[config.mk]
export PLATFORM = sky130hd
export DESIGN_NAME = cst_cell
export DESIGN_NICKNAME = d
export VERILOG_FILES = /design/src/rtl/cst_pkg.sv /design/src/rtl/cst_cell.sv
export SDC_FILE = /design/constraint.sdc
export NUM_CORES = 1
export LEC_CHECK = 0
export BUFFER_PORTS_ARGS = -buffer_cell sky130_fd_sc_hd__buf_4
export CELL_PAD_IN_SITES_DETAIL_PLACEMENT = 1
export CELL_PAD_IN_SITES_GLOBAL_PLACEMENT = 2
export CORE_MARGIN = 2
export CORE_UTILIZATION = 22
export CTS_BUF_LIST = sky130_fd_sc_hd__clkbuf_4 sky130_fd_sc_hd__clkbuf_8 sky130_fd_sc_hd__clkbuf_16
export DETAILED_ROUTE_END_ITERATION = 10
export PLACE_DENSITY = 0.82
export SYNTH_ARGS = -nofsm -noshare
export SYNTH_HDL_FRONTEND = slang
export SYNTH_SLANG_ARGS = --single-unit
[constraint.sdc]
create_clock -name clk_i -period 3.4 [get_ports clk_i]
set_input_delay 0.17 -clock clk_i [delete_from_list [all_inputs] [get_ports clk_i]]
set_output_delay 0.17 -clock clk_i [all_outputs]
set_load 0.02 [all_outputs]
[src/rtl/cst_pkg.sv]
// Package with the item types, action codes and cell controls of the cursor sequence table.
package cst_pkg;

  localparam int unsigned DepthDef    = 32;
  localparam int unsigned WordBitsDef = 64;
  localparam int unsigned PosBits     = 11;
  localparam int unsigned CountBits   = 6;
  localparam int unsigned FieldBits   = 64;

  typedef enum logic [2:0] {
    ACT_START   = 3'd0,
    ACT_ADVANCE = 3'd1,
    ACT_INSERT  = 3'd2,
    ACT_ATTACH  = 3'd3,
    ACT_REMOVE  = 3'd4,
    ACT_READ    = 3'd5
  } action_e;

  typedef enum logic [1:0] {
    CELL_HOLD  = 2'd0,
    CELL_OPEN  = 2'd1,
    CELL_CLOSE = 2'd2
  } cell_mode_e;

  typedef struct packed {
    cell_mode_e           mode;
    logic [PosBits-1:0]   pos;
  } cell_ctrl_t;

  typedef struct packed {
    logic [2:0]           action;
    logic [FieldBits-1:0] entry_value;
  } in_item_t;

  typedef struct packed {
    logic                 refused;
    logic                 has_current;
    logic [FieldBits-1:0] current_word;
    logic [CountBits-1:0] item_count;
  } out_item_t;

endpackage

[src/rtl/cst_cell.sv]
// One storage cell of the list: holds one word and moves it with its neighbors.
module cst_cell #(
  parameter int unsigned WORD_BITS = 64,
  parameter int unsigned INDEX     = 0
) (
  input  logic                 clk_i,
  input  cst_pkg::cell_ctrl_t  ctrl_i,
  input  logic [WORD_BITS-1:0] load_word_i,
  input  logic [WORD_BITS-1:0] left_i,
  input  logic [WORD_BITS-1:0] right_i,
  output logic [WORD_BITS-1:0] value_o
);
  import cst_pkg::*;

  localparam logic [PosBits-1:0] MyPos = PosBits'(INDEX);

  logic [WORD_BITS-1:0] value_q;
  logic [WORD_BITS-1:0] value_d;

  always_comb begin
    value_d = value_q;
    case (ctrl_i.mode)
      CELL_OPEN: begin
        if (MyPos > ctrl_i.pos) begin
          value_d = left_i;
        end else if (MyPos == ctrl_i.pos) begin
          value_d = load_word_i;
        end
      end
      CELL_CLOSE: begin
        if (MyPos >= ctrl_i.pos) begin
          value_d = right_i;
        end
      end
      default: value_d = value_q;
    endcase
  end

  always_ff @(posedge clk_i) begin
    value_q <= value_d;
  end

  assign value_o = value_q;

endmodule

==> flow_metrics.py, run 1 <==
metrics = {
    "yosys": {
        "ys_warn_count": 0,
        "synth_area_um2": 3057,
        "synth.distinct_cells": 9,
        "synth_top_area_share_pct": 62.87,
        "ys_ff_latch": 64,
        "syn_nets": 347,
        "synth_area_leader_cell": "edfxtp_1",
        "ys_seq_area_share_pct": 62.87,
        "syn_area_per_cell_um2": 21.68,
        "ys_top_cells_by_area": "edfxtp_1 (63%), mux2_4 (29%), buf_12 (4.6%), mux2_2 (1.5%), nor2b_4 (0.45%)",
        "syn_inst": 141,
    },
    "setup_path": {
        "path_cells": "buf_4 > nor4_1 > and4_2 > buf_12",
        "cpPeakStageDelay_ns": 0.78,
        "crit_slowest_cell": "and4_2",
        "cp_top_family": "simple AND/OR/NAND/NOR gates",
        "setup.worst_path.start_class": "primary input",
        "path_max_fanout": 35,
        "worstPathRequired_ns": 3.42,
        "critPathBufInv": 2,
        "cp_data_arrival_time_ns": 1.67,
        "worstSetupPathType": "primary input to flop",
        "worst_setup_path_end_kind": "flop",
        "cp.depth": 4,
    },
    "global_routing": {
        "grt_pass1_wl_um": 11590,
        "grt_use_total_pct": 10.40,
        "grt_max_degree": 41,
        "grt_antenna_before_repair": 0,
        "grt_pass1_vias": 2274,
        "grt_overflow": 0,
    },
    "floorplanning": {
        "rows": 43,
        "die_y_um": 121.9,
        "start_util_pct": 22.28,
        "die_w_um": 121.9,
        "die-area_um2": 14850,
        "coreArea_um2": 13720,
        "ioPinCount": 270,
    },
    "layout": {
        "final_common_cell": "buf_4",
        "syn_to_final_growth_pct": 64.51,
        "largest_reg_flops": 64,
        "fill_cells": 1466,
        "drive_gt1_share_pct": 80.45,
        "regArea_um2": 1922,
        "final_cell_mix": "buf_4 (207), edfxtp_1 (64), mux2_4 (60)",
        "diodes": 0,
        "nets": 559,
        "multi_input_area_um2": 996.0,
    },
    "clock_tree": {
        "numCtsBuffers": 9,
        "cts_tree": "yes",
        "cts.sinks": 64,
        "h-tree-depth": 3,
        "cts_max_path_buffers": 2,
        "clkTransAtPathRegs_ns": 0.05,
        "cts.repair.resized": 0,
        "clockRootBuffer": "clkbuf_16",
        "cts_hold_buffers": 0,
        "post_cts_buffers": 0,
    },
    "pwr": {
        "p_leak_nw": 2.213,
        "power.density_nw_per_um2": 415.9,
        "ir_drop_mv": 0.1773,
        "power_mw": 2.091,
    },
    "routing": {
        "drt-pass1-iter-count": 4,
        "drt_wl_total_um": 8027,
        "post_drt_wl_per_cell_um": 14.92,
        "drc": 0,
        "ant_nets": 0,
        "vias": 2110,
        "vias_per_cell": 3.922,
        "drtIter0Drc": 71,
    },
    "sta": {
        "period_needed_ns": 1.649,
        "rsz0062_at_grt": "false",
        "setup_viol": 0,
        "hold_ws_ns": 0.1427,
        "drv_slew": 0,
        "final_hold_viol_count": 0,
        "fin_setup_tns_ns": 0,
        "maxSlewHeadroom_pct": 48.84,
        "worst_slew_pin_slew_ns": 0.7674,
        "timing.final.crit_share_pct": 48.51,
        "fmax_mhz": 606.3,
    },
    "status": {
        "status": "finished, final reports clean",
    },
    "min_path": {
        "hold_path.class": "primary input to flop",
        "worstHoldPathCells": 2,
    },
    "placed_design": {
        "place.gp.congestion": 0.6628,
        "dp_hpwl_um": 6317,
        "io_buffers": 205,
    },
    "flow_run": {
        "maxCapViolCount": 0,
    },
}
## path summary, 6_finish.rpt
kind,endpoint,start
setup / recovery,value_o[2]$_DFFE_PP_,ctrl_i[7]
hold / removal,value_o[24]$_DFFE_PP_,right_i[24]
## metrics by stage
| step | area, µm² | util (%) | setup slack (ns) | instances |
|---|---|---|---|---|
| final | 5029 | 36.65 | 1.751 | 538 |
| after global routing | 5029 | 36.65 | 1.577 | 538 |
| after CTS | 5029 | 36.65 | 1.683 | 538 |
| after detailed placement | 4717 | 34.38 | 1.350 | 522 |
| after global placement | 4717 | 34.38 | 1.390 | 522 |
| after floorplan | 3057 | - | 0.9714 | 141 |
## area by class of cell
cell class / instances / share of cell area, %
Sequential cell: 64 / 38.22
Timing Repair Buffer: 208 / 31.30
Multi-Input combinational cell: 70 / 19.81
Clock buffer: 9 / 4.479
Tap cell: 180 / 4.479
Clock inverter: 7 / 1.717
## report_power, final
| part | internal (mW) | leakage, nW | switching (mW) |
|---|---|---|---|
| Clock | 0.635 | 0.154 | 0.328 |
| Sequential | 0.875 | 0.575 | 0.0000784 |
| Combinational | 0.191 | 1.48 | 0.0622 |
## routing by layer
| metal | global-route usage (%) | routed length [µm] | up-vias |
|---|---|---|---|
| met3 | 2.762 | 633 | 11 |
| met1 | 11.35 | 3018 | 1002 |
| li1 | - | - | 980 |
| met4 | 5.675 | 165 | 0 |
| met2 | 18.30 | 4209 | 117 |
| met5 | 0 | 0 | - |
## Yosys cell counts
library cell	n
edfxtp_1	64
nor4_1	2
nor3_1	1
buf_12	7
mux2_4	60
nor2b_4	1
mux2_2	4
xor2_1	1
and4_1	1
## cells by family after synthesis
kind of cell / Yosys count / synth area share, %
buffers and inverters: 7 / 4.584
muxes: 64 / 30.95
xor gates and xnor gates: 1 / 0.2866
and+or+nand+nor: 5 / 1.310
DFF: 64 / 62.87
(Power assumes the default switching activity.)
==> run 2, diff against run 1 <==
Settings changed: ABC_AREA from default to 1, CORE_UTILIZATION 22 to 19, PLACE_DENSITY 0.82 to 0.83.
Clock period 3.4 ns to 1.67 ns, I/O delays scaled along.
==> run 2 against run 1 <==
Sequential cell count did not move. Utilization fell by 4.7 points. Sequential share of layout area rose by 0.067 points. Area after synthesis fell by 1.4%. Die area rose by 14%. Clock power rose by 74%. Critical path type is now flop to primary output. Critical endpoint is now value_o[14].
==> flow_metrics.py, run 2 <==
metrics = {
    "status": {
        "status": "finished, final reports clean",
    },
    "setup_path": {
        "worstSetupPathType": "flop to primary output",
        "cp_data_arrival_time_ns": 0.89,
        "path_max_fanout": 1,
        "cpPeakStageDelay_ns": 0.39,
        "setup.worst_path.start_class": "flop",
        "critPathBufInv": 1,
        "worst_setup_path_end_kind": "primary output",
        "path_cells": "buf_4",
        "crit_slowest_cell": "edfxtp_1",
        "cp_top_family": "flip-flops",
        "worstPathRequired_ns": 1.59,
    },
    "layout": {
        "layout.cells.non_filler": 725,
        "drive_gt1_share_pct": 45.19,
        "fill_cells": 1837,
        "final_common_cell": "buf_4",
        "largest_reg_flops": 64,
        "final_area_um2": 5020,
        "final_cell_mix": "buf_4 (207), nand2_1 (135), nand3_1 (64), edfxtp_1 (64), inv_1 (11)",
        "syn_to_final_growth_pct": 66.54,
        "diodes": 0,
        "nets": 711,
    },
    "placed_design": {
        "io_buffers": 205,
        "place.gp.congestion": 0.7409,
        "pre_cts_ws_ns": 0.3466,
        "place_inst": 708,
        "place_area_um2": 4737,
        "dp_hpwl_um": 7632,
    },
    "yosys": {
        "synth_commonest_cells": "nand2_1 (137), edfxtp_1 (64), nand3_1 (64)",
        "synth_area_leader_cell": "edfxtp_1",
        "synth-edff-count": 64,
        "ys_top_cells_by_area": "edfxtp_1 (64%), nand2_1 (17%), nand3_1 (11%), buf_6 (4.9%), inv_1 (1.4%)",
        "ys_ff_latch": 64,
        "syn_inst": 303,
        "synthArstFlopShare_pct": 0,
        "syn_nets": 509,
        "synth_area_um2": 3014,
        "synth.distinct_cells": 10,
        "synth_top_area_share_pct": 63.76,
        "syn_area_per_cell_um2": 9.948,
        "ys_seq_area_share_pct": 63.76,
        "synth.most_common_cell": "nand2_1",
        "synth-main-ff-cell": "edfxtp_1",
        "ys_warn_count": 0,
    },
    "routing": {
        "dr_wl_met3_um": 843,
        "ant_nets": 0,
        "drc": 0,
        "drt_wl_total_um": 10290,
        "drt-pass1-iter-count": 4,
        "vias": 2929,
        "drtIter0Drc": 94,
        "met2_length_um": 5051,
        "wl_met1_um": 4151,
        "vias_per_cell": 4.040,
        "topRoutingLayerUsed": "met4",
        "post_drt_wl_per_cell_um": 14.19,
    },
    "floorplanning": {
        "die-area_um2": 16890,
        "die_y_um": 130.0,
        "start_util_pct": 19.18,
        "ioPinCount": 270,
        "coreArea_um2": 15710,
        "die_w_um": 130.0,
        "rows": 46,
    },
    "global_routing": {
        "grt_pass1_wl_um": 15240,
        "grt_antenna_before_repair": 0,
        "grt_overflow": 0,
        "grt_pass1_vias": 3028,
        "grt_use_total_pct": 12.04,
        "grt_max_degree": 65,
    },
    "sta": {
        "worst_slew_pin_slew_ns": 0.5172,
        "rsz0062_at_grt": "false",
        "setup_viol": 0,
        "timing.final.crit_share_pct": 58.38,
        "period_needed_ns": 0.9749,
        "setup_ws_ns": 0.6951,
        "drv_slew": 0,
        "fmax_mhz": 1026,
        "fin_setup_tns_ns": 0,
        "final_hold_viol_count": 0,
        "maxSlewHeadroom_pct": 65.52,
    },
    "min_path": {
        "hold_path.class": "primary input to flop",
    },
    "clock_tree": {
        "cts.sinks": 64,
        "cts_max_path_buffers": 2,
        "clkTransAtPathRegs_ns": 0.05,
        "cts_hold_buffers": 2,
        "post_cts_buffers": 0,
        "cts_tree": "yes",
        "clockRootBuffer": "clkbuf_16",
        "cts.repair.resized": 0,
        "numCtsBuffers": 9,
        "h-tree-depth": 3,
    },
    "pwr": {
        "comb_power_share_pct": 12.6,
        "power_mw": 3.964,
        "p_sw_uw": 876.6,
        "ir_drop_mv": 0.4300,
        "p_leak_nw": 2.364,
        "internal_power_mw": 3.087,
        "power.share.switching_pct": 22.12,
        "p_clk_share_pct": 42.4,
        "power.density_nw_per_um2": 789.6,
        "pwr-share-seq_pct": 45.0,
    },
    "flow_run": {
        "maxCapViolCount": 0,
    },
}
[run 2: final timing paths]
path,from,endpoint,slack (ns),cells after the start
worst min-delay path,load_word_i[19],value_o[19]$_DFFE_PP_,0.02,3
worst max-delay path,value_o[14]$_DFFE_PP_,value_o[14],0.70,1
[run 2: power groups by stage]
| stage | Clock [mW] | Combinational, mW | Sequential [mW] |
|---|---|---|---|
| floorplan | 0 | 0.216 | 1.82 |
| global placement | 0 | 0.488 | 1.82 |
| detailed placement | 0 | 0.505 | 1.82 |
| CTS | 1.76 | 0.509 | 1.78 |
| global route | 1.81 | 0.560 | 1.78 |
| finish | 1.68 | 0.498 | 1.78 |
[run 2: cell type report]
cell class | count | area (µm²) | area share (%)
Clock buffer | 11 | 240.2 | 4.786
Clock inverter | 4 | 22.52 | 0.4487
Inverter | 12 | 57.56 | 1.147
Multi-Input combinational cell | 206 | 873.3 | 17.40
Sequential cell | 64 | 1922 | 38.29
Tap cell | 216 | 270.3 | 5.384
Timing Repair Buffer | 212 | 1634 | 32.55
[run 2: per-layer routing]
| metal | vias to the layer above | track usage (%) |
|---|---|---|
| met2 | 146 | 20.91 |
| met1 | 1350 | 13.55 |
| met4 | 0 | 5.819 |
| li1 | 1416 | - |
| met3 | 17 | 3.526 |
| met5 | - | 0 |
[run 2: per-stage QoR]
step	hold WS [ns]	util, %
after global routing	0.01222	31.95
after detailed placement	0.3526	30.15
final	0.01669	31.95
after floorplan	0.2621	-
after global placement	0.3470	30.15
after CTS	0.001246	31.95
[run 2: kinds of logic after synthesis]
group         Yosys count  share of synthesized area (%)
simple gates          206                          28.39
flops                  64                          63.76
buf+inv                33                          7.845
